## config.mk

```make
export PLATFORM = sky130hd
export DESIGN_NAME = rc_stick_failsafe_arm_gate
export DESIGN_NICKNAME = d
export VERILOG_FILES = /design/src/sv/rsfag_pkg.sv /design/src/sv/rc_stick_failsafe_arm_gate.sv
export SDC_FILE = /design/constraint.sdc
export NUM_CORES = 2
export LEC_CHECK = 0
export BUFFER_PORTS_ARGS = -buffer_cell sky130_fd_sc_hd__buf_2
export CAP_MARGIN = 20
export CORE_UTILIZATION = 49
export DETAILED_ROUTE_END_ITERATION = 12
export PLACE_DENSITY = 0.69
export SETUP_SLACK_MARGIN = 0.15
export SYNTH_ARGS = -nofsm -noshare
export SYNTH_HDL_FRONTEND = slang
export SYNTH_SLANG_ARGS = --single-unit
```

## constraint.sdc

```tcl
create_clock -name clk -period 12.9 [get_ports clk]
set_input_delay 1.29 -clock clk [delete_from_list [all_inputs] [get_ports clk]]
set_output_delay 1.29 -clock clk [all_outputs]
set_load 0.05 [all_outputs]
```

## src/sv/rsfag_pkg.sv

```systemverilog
package rsfag_pkg;

  // One input word: one control tick from the receiver.
  typedef struct packed {
    logic [10:0] roll_raw;
    logic [10:0] pitch_raw;
    logic [10:0] throttle_raw;
    logic [10:0] yaw_raw;
    logic [10:0] mode_switch_raw;
    logic [15:0] frame_count;
    logic        sdk_key;
  } item_t;

  // One result word.
  typedef struct packed {
    logic [12:0] roll_cmd;
    logic [12:0] pitch_cmd;
    logic [11:0] throttle_cmd;
    logic [12:0] yaw_cmd;
    logic        failsafe;
    logic        armed;
    logic        fly_mode;
  } result_t;

  // Configuration register indexes.
  localparam logic [2:0] REG_CHECK_PERIOD  = 3'd0;
  localparam logic [2:0] REG_ARM_HOLD      = 3'd1;
  localparam logic [2:0] REG_DISARM_HOLD   = 3'd2;
  localparam logic [2:0] REG_STOP_LEVEL    = 3'd3;

  // Register reset values.
  localparam logic [7:0]  CHECK_PERIOD_RST = 8'd20;
  localparam logic [15:0] HOLD_TICKS_RST   = 16'd100;
  localparam logic [10:0] STOP_LEVEL_RST   = 11'd500;

  localparam logic [10:0] CENTRE_RAW = 11'd1024;
  localparam logic [12:0] CMD_CENTRE = 13'd3000;
  localparam logic [12:0] CMD_MIN    = 13'd1800;
  localparam logic [12:0] CMD_MAX    = 13'd4200;
  localparam logic [12:0] THR_MIN    = 13'd2000;
  localparam logic [12:0] THR_MAX    = 13'd4000;

  // Gesture windows are open intervals.
  localparam logic [12:0] GEST_HI_LO = 13'd3900;
  localparam logic [12:0] GEST_HI_HI = 13'd4100;
  localparam logic [12:0] GEST_LO_LO = 13'd1900;
  localparam logic [12:0] GEST_LO_HI = 13'd2100;

  // 125/84 as a fixed-point reciprocal: ceil(125 * 2^24 / 84). The rounding
  // error times the largest magnitude (1024) stays below 1/84, so the
  // truncated quotient is exact over the whole stick range.
  localparam int          SCALE_SHIFT = 24;
  localparam logic [24:0] SCALE_MULT  = 25'd24966096;

endpackage

```

## src/sv/rc_stick_failsafe_arm_gate.sv

```systemverilog
// Receiver failsafe, stick scaling and stick-gesture arming gate. Each input
// word is one control tick and gives exactly one result word. The block is a
// four-register pipeline: an input register, a stage that multiplies each
// stick's offset from centre by a fixed-point reciprocal of 84/125, a stage
// that adds the 3000 offset and applies the throttle clamp and the range
// test, and the result register, which is loaded together with all tick
// state (liveness check phase, failsafe, centre hold, gesture counters and
// the armed flag). A word passes the input register and both stages before
// the result register loads, and a new word can be accepted in every cycle
// while item_stall is low; the result register is the only place where
// state is read and written, so consecutive words see each other's effects
// in order. The configuration port is always ready; registers should only
// be written while no word is in flight.
module rc_stick_failsafe_arm_gate import rsfag_pkg::*; (
  input  logic        clk,
  input  logic        rst,

  input  logic        item_valid,
  output logic        item_stall,
  input  item_t       item,

  output logic        result_valid,
  input  logic        result_stall,
  output result_t     result,

  input  logic        cfg_valid,
  output logic        cfg_ready,
  input  logic [2:0]  cfg_index,
  input  logic [15:0] cfg_data
);

  // Configuration registers.
  logic [7:0]  check_period;
  logic [15:0] arm_hold_ticks;
  logic [15:0] disarm_hold_ticks;
  logic [10:0] stop_switch_level;

  assign cfg_ready = 1'b1;

  always_ff @(posedge clk) begin
    if (rst) begin
      check_period      <= CHECK_PERIOD_RST;
      arm_hold_ticks    <= HOLD_TICKS_RST;
      disarm_hold_ticks <= HOLD_TICKS_RST;
      stop_switch_level <= STOP_LEVEL_RST;
    end else if (cfg_valid && cfg_ready) begin
      unique case (cfg_index)
        REG_CHECK_PERIOD: check_period      <= cfg_data[7:0];
        REG_ARM_HOLD:     arm_hold_ticks    <= cfg_data;
        REG_DISARM_HOLD:  disarm_hold_ticks <= cfg_data;
        REG_STOP_LEVEL:   stop_switch_level <= cfg_data[10:0];
        default: ;
      endcase
    end
  end

  // Pipeline flow control. Each stage loads when it is empty or when its
  // word moves on, so a stalled result only stops the stages behind it once
  // they are all full.
  logic v1, v2, v3;
  logic adv1, adv2, adv3, adv4;

  assign adv4 = !result_valid || !result_stall;
  assign adv3 = !v3 || adv4;
  assign adv2 = !v2 || adv3;
  assign adv1 = !v1 || adv2;
  assign item_stall = !adv1;

  // Stage 1: input register.
  item_t s1;

  always_ff @(posedge clk) begin
    if (rst) begin
      v1 <= 1'b0;
    end else if (adv1) begin
      v1 <= item_valid;
    end
  end

  always_ff @(posedge clk) begin
    if (adv1) begin
      s1 <= item;
    end
  end

  // Stage 2: magnitude of each stick's offset from centre times the
  // reciprocal. Lanes are roll, pitch, throttle, yaw.
  logic [10:0] raw1 [4];
  logic [3:0]  neg1;
  logic [10:0] mag1 [4];
  logic [35:0] prod1 [4];

  assign raw1[0] = s1.roll_raw;
  assign raw1[1] = s1.pitch_raw;
  assign raw1[2] = s1.throttle_raw;
  assign raw1[3] = s1.yaw_raw;

  logic [3:0]  neg2;
  logic [10:0] q2 [4];
  logic        all_centre2;
  logic [10:0] sw2;
  logic [15:0] fc2;
  logic        key2;

  for (genvar i = 0; i < 4; i++) begin : g_lane
    assign neg1[i]  = !raw1[i][10];
    assign mag1[i]  = neg1[i] ? (CENTRE_RAW - raw1[i]) : {1'b0, raw1[i][9:0]};
    assign prod1[i] = 36'(mag1[i]) * 36'(SCALE_MULT);
  end

  always_ff @(posedge clk) begin
    if (adv2) begin
      for (int i = 0; i < 4; i++) begin
        neg2[i] <= neg1[i];
        q2[i]   <= prod1[i][SCALE_SHIFT +: 11];
      end
    end
  end

  always_ff @(posedge clk) begin
    if (rst) begin
      v2 <= 1'b0;
    end else if (adv2) begin
      v2 <= v1;
    end
  end

  always_ff @(posedge clk) begin
    if (adv2) begin
      all_centre2 <= (s1.roll_raw == CENTRE_RAW) && (s1.pitch_raw == CENTRE_RAW) &&
                     (s1.throttle_raw == CENTRE_RAW) && (s1.yaw_raw == CENTRE_RAW);
      sw2         <= s1.mode_switch_raw;
      fc2         <= s1.frame_count;
      key2        <= s1.sdk_key;
    end
  end

  // Stage 3: centre offset, throttle clamp and the range test on the other
  // three sticks. Results here are before any hold or key override.
  logic [12:0] cmd2 [4];
  logic [12:0] lim2 [4];

  for (genvar i = 0; i < 4; i++) begin : g_offset
    assign cmd2[i] = neg2[i] ? (CMD_CENTRE - 13'(q2[i])) : (CMD_CENTRE + 13'(q2[i]));
  end

  always_comb begin
    lim2[0] = (cmd2[0] < CMD_MIN || cmd2[0] > CMD_MAX) ? CMD_CENTRE : cmd2[0];
    lim2[1] = (cmd2[1] < CMD_MIN || cmd2[1] > CMD_MAX) ? CMD_CENTRE : cmd2[1];
    lim2[3] = (cmd2[3] < CMD_MIN || cmd2[3] > CMD_MAX) ? CMD_CENTRE : cmd2[3];
    if (cmd2[2] < THR_MIN) begin
      lim2[2] = THR_MIN;
    end else if (cmd2[2] > THR_MAX) begin
      lim2[2] = THR_MAX;
    end else begin
      lim2[2] = cmd2[2];
    end
  end

  logic [12:0] lim3 [4];
  logic        all_centre3;
  logic [10:0] sw3;
  logic [15:0] fc3;
  logic        key3;

  always_ff @(posedge clk) begin
    if (rst) begin
      v3 <= 1'b0;
    end else if (adv3) begin
      v3 <= v2;
    end
  end

  always_ff @(posedge clk) begin
    if (adv3) begin
      lim3        <= lim2;
      all_centre3 <= all_centre2;
      sw3         <= sw2;
      fc3         <= fc2;
      key3        <= key2;
    end
  end

  // Stage 4: tick state and the result register.
  logic [7:0]  tick_phase;
  logic [15:0] last_frame_count;
  logic        failsafe_flag;
  logic        hold_centre;
  logic [15:0] arm_gesture_count;
  logic [15:0] disarm_gesture_count;
  logic        armed_flag;

  logic [7:0]  tick_phase_next;
  logic [15:0] last_frame_count_next;
  logic        failsafe_flag_next;
  logic        hold_centre_next;
  logic [15:0] arm_gesture_count_next;
  logic [15:0] disarm_gesture_count_next;
  logic        armed_flag_next;
  result_t     result_next;

  logic        do_check;
  logic        stale;
  logic        hold_a;
  logic        force_centre;
  logic [12:0] thr_cmd, yaw_cmd;
  logic        thr_low, yaw_high, yaw_low;
  logic [15:0] arm_cnt, dis_cnt;
  logic [15:0] arm_need, dis_need;
  logic        arm_hit, dis_hit;
  logic [7:0]  period;
  logic [8:0]  phase_inc;

  always_comb begin
    // Liveness check on the frame counter once per period.
    do_check = (tick_phase == 8'd0);
    stale    = (fc3 == last_frame_count);
    if (do_check) begin
      last_frame_count_next = fc3;
      failsafe_flag_next    = stale;
      hold_a                = stale || hold_centre;
    end else begin
      last_frame_count_next = last_frame_count;
      failsafe_flag_next    = failsafe_flag;
      hold_a                = hold_centre;
    end
    // A new frame releases the centre hold, except on a check tick.
    hold_centre_next = hold_a && (fc3 == last_frame_count_next);
    // Held sticks read as centre, which also counts as all-centre.
    if (hold_centre_next || all_centre3) begin
      failsafe_flag_next = 1'b1;
    end

    // A held stick scales to exactly the centre command.
    force_centre = hold_centre_next || (failsafe_flag_next && key3);
    result_next.roll_cmd     = force_centre ? CMD_CENTRE : lim3[0];
    result_next.pitch_cmd    = force_centre ? CMD_CENTRE : lim3[1];
    thr_cmd                  = force_centre ? CMD_CENTRE : lim3[2];
    yaw_cmd                  = force_centre ? CMD_CENTRE : lim3[3];
    result_next.throttle_cmd = thr_cmd[11:0];
    result_next.yaw_cmd      = yaw_cmd;

    // Gesture counters saturate and clear when the gesture is let go.
    thr_low  = (thr_cmd > GEST_LO_LO) && (thr_cmd < GEST_LO_HI);
    yaw_high = (yaw_cmd > GEST_HI_LO) && (yaw_cmd < GEST_HI_HI);
    yaw_low  = (yaw_cmd > GEST_LO_LO) && (yaw_cmd < GEST_LO_HI);
    arm_cnt  = (thr_low && yaw_high) ?
               ((arm_gesture_count == 16'hFFFF) ? arm_gesture_count : arm_gesture_count + 16'd1)
               : 16'd0;
    dis_cnt  = (thr_low && yaw_low) ?
               ((disarm_gesture_count == 16'hFFFF) ? disarm_gesture_count
                                                   : disarm_gesture_count + 16'd1)
               : 16'd0;

    // A hold of zero behaves as a hold of one.
    arm_need = (arm_hold_ticks == 16'd0) ? 16'd1 : arm_hold_ticks;
    dis_need = (disarm_hold_ticks == 16'd0) ? 16'd1 : disarm_hold_ticks;
    arm_hit  = (arm_cnt >= arm_need);
    // Arming clears both counters first, so disarm cannot fire on that tick.
    dis_hit  = !arm_hit && (dis_cnt >= dis_need);

    if (arm_hit || dis_hit) begin
      arm_gesture_count_next    = 16'd0;
      disarm_gesture_count_next = 16'd0;
    end else begin
      arm_gesture_count_next    = arm_cnt;
      disarm_gesture_count_next = dis_cnt;
    end
    if (arm_hit) begin
      armed_flag_next = 1'b1;
    end else if (dis_hit) begin
      armed_flag_next = 1'b0;
    end else begin
      armed_flag_next = armed_flag;
    end

    // Phase advance; a period of zero checks on every tick, and a phase left
    // above a newly written period wraps to zero.
    period          = (check_period == 8'd0) ? 8'd1 : check_period;
    phase_inc       = {1'b0, tick_phase} + 9'd1;
    tick_phase_next = (phase_inc >= {1'b0, period}) ? 8'd0 : phase_inc[7:0];

    result_next.failsafe = failsafe_flag_next;
    result_next.armed    = armed_flag_next;
    result_next.fly_mode = (sw3 <= stop_switch_level);
  end

  logic step;
  assign step = adv4 && v3;

  always_ff @(posedge clk) begin
    if (rst) begin
      result_valid         <= 1'b0;
      tick_phase           <= 8'd0;
      last_frame_count     <= 16'd0;
      failsafe_flag        <= 1'b0;
      hold_centre          <= 1'b0;
      arm_gesture_count    <= 16'd0;
      disarm_gesture_count <= 16'd0;
      armed_flag           <= 1'b0;
    end else begin
      if (adv4) begin
        result_valid <= v3;
      end
      if (step) begin
        tick_phase           <= tick_phase_next;
        last_frame_count     <= last_frame_count_next;
        failsafe_flag        <= failsafe_flag_next;
        hold_centre          <= hold_centre_next;
        arm_gesture_count    <= arm_gesture_count_next;
        disarm_gesture_count <= disarm_gesture_count_next;
        armed_flag           <= armed_flag_next;
      end
    end
  end

  always_ff @(posedge clk) begin
    if (step) begin
      result <= result_next;
    end
  end

`ifndef SYNTHESIS
  // Arming state moves only when a word enters the result register.
  a_armed_only_on_step: assert property (@(posedge clk) disable iff (rst)
    !step |=> $stable(armed_flag))
    else $error("armed flag changed without a word");

  // The two gestures are exclusive, so at most one counter runs.
  a_one_gesture: assert property (@(posedge clk) disable iff (rst)
    (arm_gesture_count == 16'd0) || (disarm_gesture_count == 16'd0))
    else $error("arm and disarm counters both running");

  // Throttle in a delivered word is always inside its clamp.
  a_throttle_range: assert property (@(posedge clk) disable iff (rst)
    result_valid |-> (result.throttle_cmd >= THR_MIN[11:0]) &&
                     (result.throttle_cmd <= THR_MAX[11:0]))
    else $error("throttle command out of range");

  // A held centre is always reported as failsafe.
  a_hold_means_failsafe: assert property (@(posedge clk) disable iff (rst)
    hold_centre |-> failsafe_flag)
    else $error("centre hold without failsafe");
`endif

endmodule
```

* After elaboration in Yosys (flattened, before gate mapping)
Memories as Yosys holds them, arrays and structs flattened. Index checks and enable logic that the tools add are counted. W data, S select, Z words.
Cells by class: $add $sub $neg 15, multiply operators 4, magnitude comparators 18, equality and inequality tests 11, multiplexer cells 29, reductions and logical operators 44
Operators by type and width (number):
- $mux W16 | 9
- $mul A11 B21 Y31 const B | 4
- $mux W13 | 6
- $add A12 B11 Y13 const A | 4
- $lt A13 B11 Y1 const B | 4
- $sub A12 B11 Y13 const A | 4
- $eq A11 B11 Y1 const B | 4
- $mux W11 | 4
- $sub A11 B11 Y11 const A | 4
- $gt A13 B13 Y1 const B | 3
- $add A16 B1 Y16 const B | 2
- $eq A16 B16 Y1 | 2
- $eq A16 B16 Y1 const B | 2
- $ge A16 B16 Y1 | 2
- $logic_not A16 Y1 | 2
- $gt A13 B11 Y1 const B | 2
- $gt A13 B12 Y1 const B | 2
- $lt A13 B12 Y1 const B | 2
- $logic_not A8 Y1 | 2
- $mux W8 | 2
- $lt A13 B13 Y1 const B | 1
- $logic_and A1 B1 Y1 | 12
- $mux W12 | 1
- $le A11 B11 Y1 | 1
- 10 further kinds | 40
Word-level totals: flip-flop bits (word level) 354, memory bits (writable) 44, input bits 96, output and inout port bits 57, memories kept 1
Memory list:
- q2 | words 4, width 11, rd ports 4, clocked after memory_dff 0, wr ports 4, line rc_stick_failsafe_arm_gate.sv:99 | logic [10:0] q2 [4];

* Logic depth before layout (Yosys ltp)
depth after elaboration 18, gate-level depth with buffers 25

* Worst setup path before layout
No wires, ideal clock.
path type flip-flop to flip-flop, start register s1, in the netlist raw1[33], end memory q2[0][7] (data pin), arrival 7254 ps, required time 12642 ps, slack 5388 ps, stages on the path, launching flop included 25, path buffers 0, clock period less this slack 7512 ps, cells stage by stage edfxtp_1 inv_1 ha_1 nand2_1 nor3_1 nand2_1 nor4_1 fa_1 inv_1 fa_1 fa_1 inv_1 fa_1 inv_1 fa_1 ha_1 and3_1 o2111ai_1 a21oi_1 a2111oi_0 o211ai_1 a31oi_1 o21ai_0 a21oi_1 xnor2_1
RTL lines:
- start, declared | line rc_stick_failsafe_arm_gate.sv:70 | item_t s1;
- start signal, assigned | line rc_stick_failsafe_arm_gate.sv:82 | s1 <= item;
- end, declared | line rc_stick_failsafe_arm_gate.sv:99

==> run summary <==
The run finished with clean final reports. The switching part of the total is 0.430, and the power per standard cell area is 282 mW/mm2. The post-synthesis async set-or-reset flop share works out to 0. Summed over all cells, the static leakage comes to 16.4 nW. The largest total area in the synthesized netlist belongs to edfxtp_1. The repair_antennas step left the layout with diodes totalling 0. The first detailed-routing pass ran for 5 iterations. Of all nets on the critical path, the largest fanout is 8. The routability-driven placement congestion ratio was 0.904.

The tools report the total I/O pin count as 153. Post-CTS repair changed the size of 0 cells. After the last flow step, the layout net total stands at 4025.

The number of buffers on the longest clock path is 3. After layout, the minimum clock period comes to 8040 ps. The post-detailed-route wirelength per cell came out at 16.0 um. The count of nets left with antenna violations once routing finished came out at 0. The internal power of the cells totals 5.72 mW. The logs give 0.132 for the clock network fraction of design power and 0.0324 mm2 for the post-synthesis instance area. Synthesis produced a netlist with a net count of 3874. For this design, the CTS-stage hold fixing added 0 buffers. Across the whole layout, storage elements account for 0.0108 mm2.

Sequential area share after synthesis: 0.334. The H-tree generated during clock tree synthesis spans 2 levels. The multi-input gate area in the final layout was 0.0192 mm2; the highest ir drop seen on vdd was 0.190 mV.

The run gives 4113 as the non-filler instance count after layout. The most used flip-flop cell after synthesis is edfxtp_1. Clock-pin slew reported for the worst setup and hold paths after clock tree synthesis: 70 ps. The residual overflow from global routing came out at 0. The actual slew at the worst max-slew pin is 1100 ps, and the share of power burned in registers is 0.205.

The tightest min-delay check is of the flop to flop type. Library cell contributing the largest single delay on the critical path: fa_1. Measured along the y axis, the die boundary spans 259 um.

The max-slew violation count was 0; the number of sinks on the clock net was 398. Clock skew on the completed layout was measured at 37.3 ps. The die is 259 um wide.

In this run the tool buffered the top-level ports with 151 buffer cells. The register bit count reported by yosys came out at 398. The synthesized design contains 284 enable-type register cells. For the reported net switching power, the log shows 4.32 mW. Buffers added to address setup during post-CTS repair amount to 0. The tools report the number of cells produced by synthesis as 3070.

Starting density of the core: 0.499. The required time of the worst setup path was 13220 ps; the starting DRC count in detailed routing was 1216. The tools report the placed wire-length estimate as 52600 um. The routed via count divided by cell count is 5.17. The floorplan has 93 rows. The floorplan step defined a core boundary enclosing 0.0648 mm2.

Pin count of the biggest net entering global routing: 82. Highest clock rate: 124 MHz. For the initial antenna violation count, the log shows 1.

By count the netlist is led by inv_1 (570), ha_1 (396), fa_1 (312). The setup total negative slack is 0 ps. The worst slew margin relative to its limit is 0.267, and the final hold slack is 415 ps. The largest single stage delay on the critical path is 700 ps. A synthesized cell averages 10.5 um2. The combinational group share of total power is 0.663, and the global-route usage over all layers is 0.201.

The critical setup path kind is flop to flop. Compared with the post-synthesis result, the final layout area differs by 10.1%. Via count of the first global-routing pass: 21.3k.

The part of the cycle the worst path needs was 0.623; the fill cell total of the finished layout was 5570. The category of the worst setup path capture point is a flop. Slack of the critical path: 4860 ps.

The cell sitting at the root of the clock tree is a clkbuf_16. Dominant cell by count in the synthesized netlist: inv_1. The wire length of the first global-routing pass is 108000 um, and the number of distinct library cells after synthesis is 85. The startpoint class of the critical path was a flop.

Setup violations remaining at the end of the flow were counted as 0. The run gives 45 as the CTS buffer count. The routed layout has 21.3k vias. The total buffers and inverters traversed by the critical path is 5.

The final layout contains routed wiring with a total length of 66000 um. The overall die area was 0.0671 mm2; the share of the synthesized area in the top cell type was 0.264. TritonCTS built the clock tree. Counting tap cells, the placed design contains a total of 4028 instances. The data arrival time of the critical path was 8360 ps. Setup repair after global routing left no endpoint under its margin. Yosys attributes the largest share of cell area to edfxtp_1 (26%), fa_1 (19%), ha_1 (15%).

The hold violation count in the final report is 0. In this design, the largest share of critical-path delay is due to adder cells. The clock reaches the later pin of the worst-skew pair after 600 ps. After detailed routing, the number of remaining DRC violations is 0.

The pre-CTS setup slack is 4920 ps. Fraction of final layout cells sized beyond drive strength 1: 0.0844. The max-cap check violation count is 0. The Yosys step of the flow raised 0 warnings.
[worst register-to-register path: cells and delay by family (launching register included)]
kind,cells,cell delay [ps]
AOI/OAI and AO/OA,8,2170
xor gates and xnor gates,2,610
adders and majority gates,7,3270
buffers and inverters,5,650
DFF,1,570
and+or+nand+nor,3,490
[worst paths after layout]
check            from       end  slack, ps  depth (start not counted)
max          raw1[33]  q2[0][9]       4860                         25
min            s1[15]   fc2[14]        410                          0
min reg2reg    s1[15]   fc2[14]        410                          0
max reg2reg  raw1[33]  q2[0][9]       4860                         25
[logic make-up after synthesis]
logic type      synth area share
simple gates               0.112
fa+ha+maj                  0.347
xor+xnor                  0.0420
mux                      0.00762
buf+inv                   0.0744
other cells             0.000232
compound gates            0.0835
flops                      0.334
[layout make-up]
cell class	instances	area share
clock buffer	57	0.0342
clock inverter	27	0.00962
inverter	571	0.0602
multi-input combinational	2041	0.538
sequential	398	0.303
tap	855	0.0300
timing repair buffer	164	0.0245
[power groups by stage]
stage | clock network (mW) | logic, mW | registers [mW]
3_3_place_gp | 0 | 6.50 | 2.07
4_1_cts | 1.36 | 6.74 | 2.05
6_report | 1.33 | 6.66 | 2.06
2_1_floorplan | 0 | 5.25 | 2.04
3_5_place_dp | 0 | 6.63 | 2.08
5_1_grt | 1.41 | 7.71 | 2.08
[routing by layer]
metal	vias up	share of wire	GRT usage
met5	-	0	0
met1	10200	0.47	0.278
met4	0	0.020	0.0487
li1	10600	-	-
met2	402	0.46	0.331
met3	81	0.048	0.0310
[layout by cell type, fill, tap and decap left out, types with 6 or more instances in the layout]
cell	n
nor3_1	47
a21oi_1	166
a21o_1	46
a31oi_1	19
or3_1	40
buf_2	151
o31ai_1	7
a2111oi_0	8
clkbuf_1	7
clkbuf_16	46
xor2_1	66
nand4_1	32
dfxtp_1	114
or4_1	6
buf_4	12
nor4_1	24
o21ai_0	68
inv_1	569
fa_1	312
a21boi_0	6
clkinv_2	9
nand3_1	51
xnor2_1	89
nor2_1	154
nand2b_1	41
o211ai_1	22
o2111ai_1	7
or2_2	8
nor2b_1	19
ha_1	396
edfxtp_1	284
nand2_1	210
mux2i_1	19
and2_1	39
o21a_1	18
a22o_1	9
and3_1	18
[state kept, by name, summed over array words and instances (netlist names), 4 cells and up]
name	count
arm_gesture_count	16
lim3	52
arm_hold_ticks	16
fc2	16
tick_phase	8
neg2	4
last_frame_count	16
fc3	16
disarm_hold_ticks	16
stop_switch_level	11
raw1	44
check_period	8
sw2	11
sw3	11
s1	28
result	54
disarm_gesture_count	16
q2	44
[stage by stage]
stage / power, mW / area, um2 / util
after floorplan: 7.29 / 32400 / -
after global placement: 8.57 / 34000 / 0.525
after detailed placement: 8.71 / 34000 / 0.525
after CTS: 10.2 / 35600 / 0.549
after global routing: 11.2 / 35600 / 0.550
final: 10.0 / 35600 / 0.550
(Power assumes the default switching activity.)
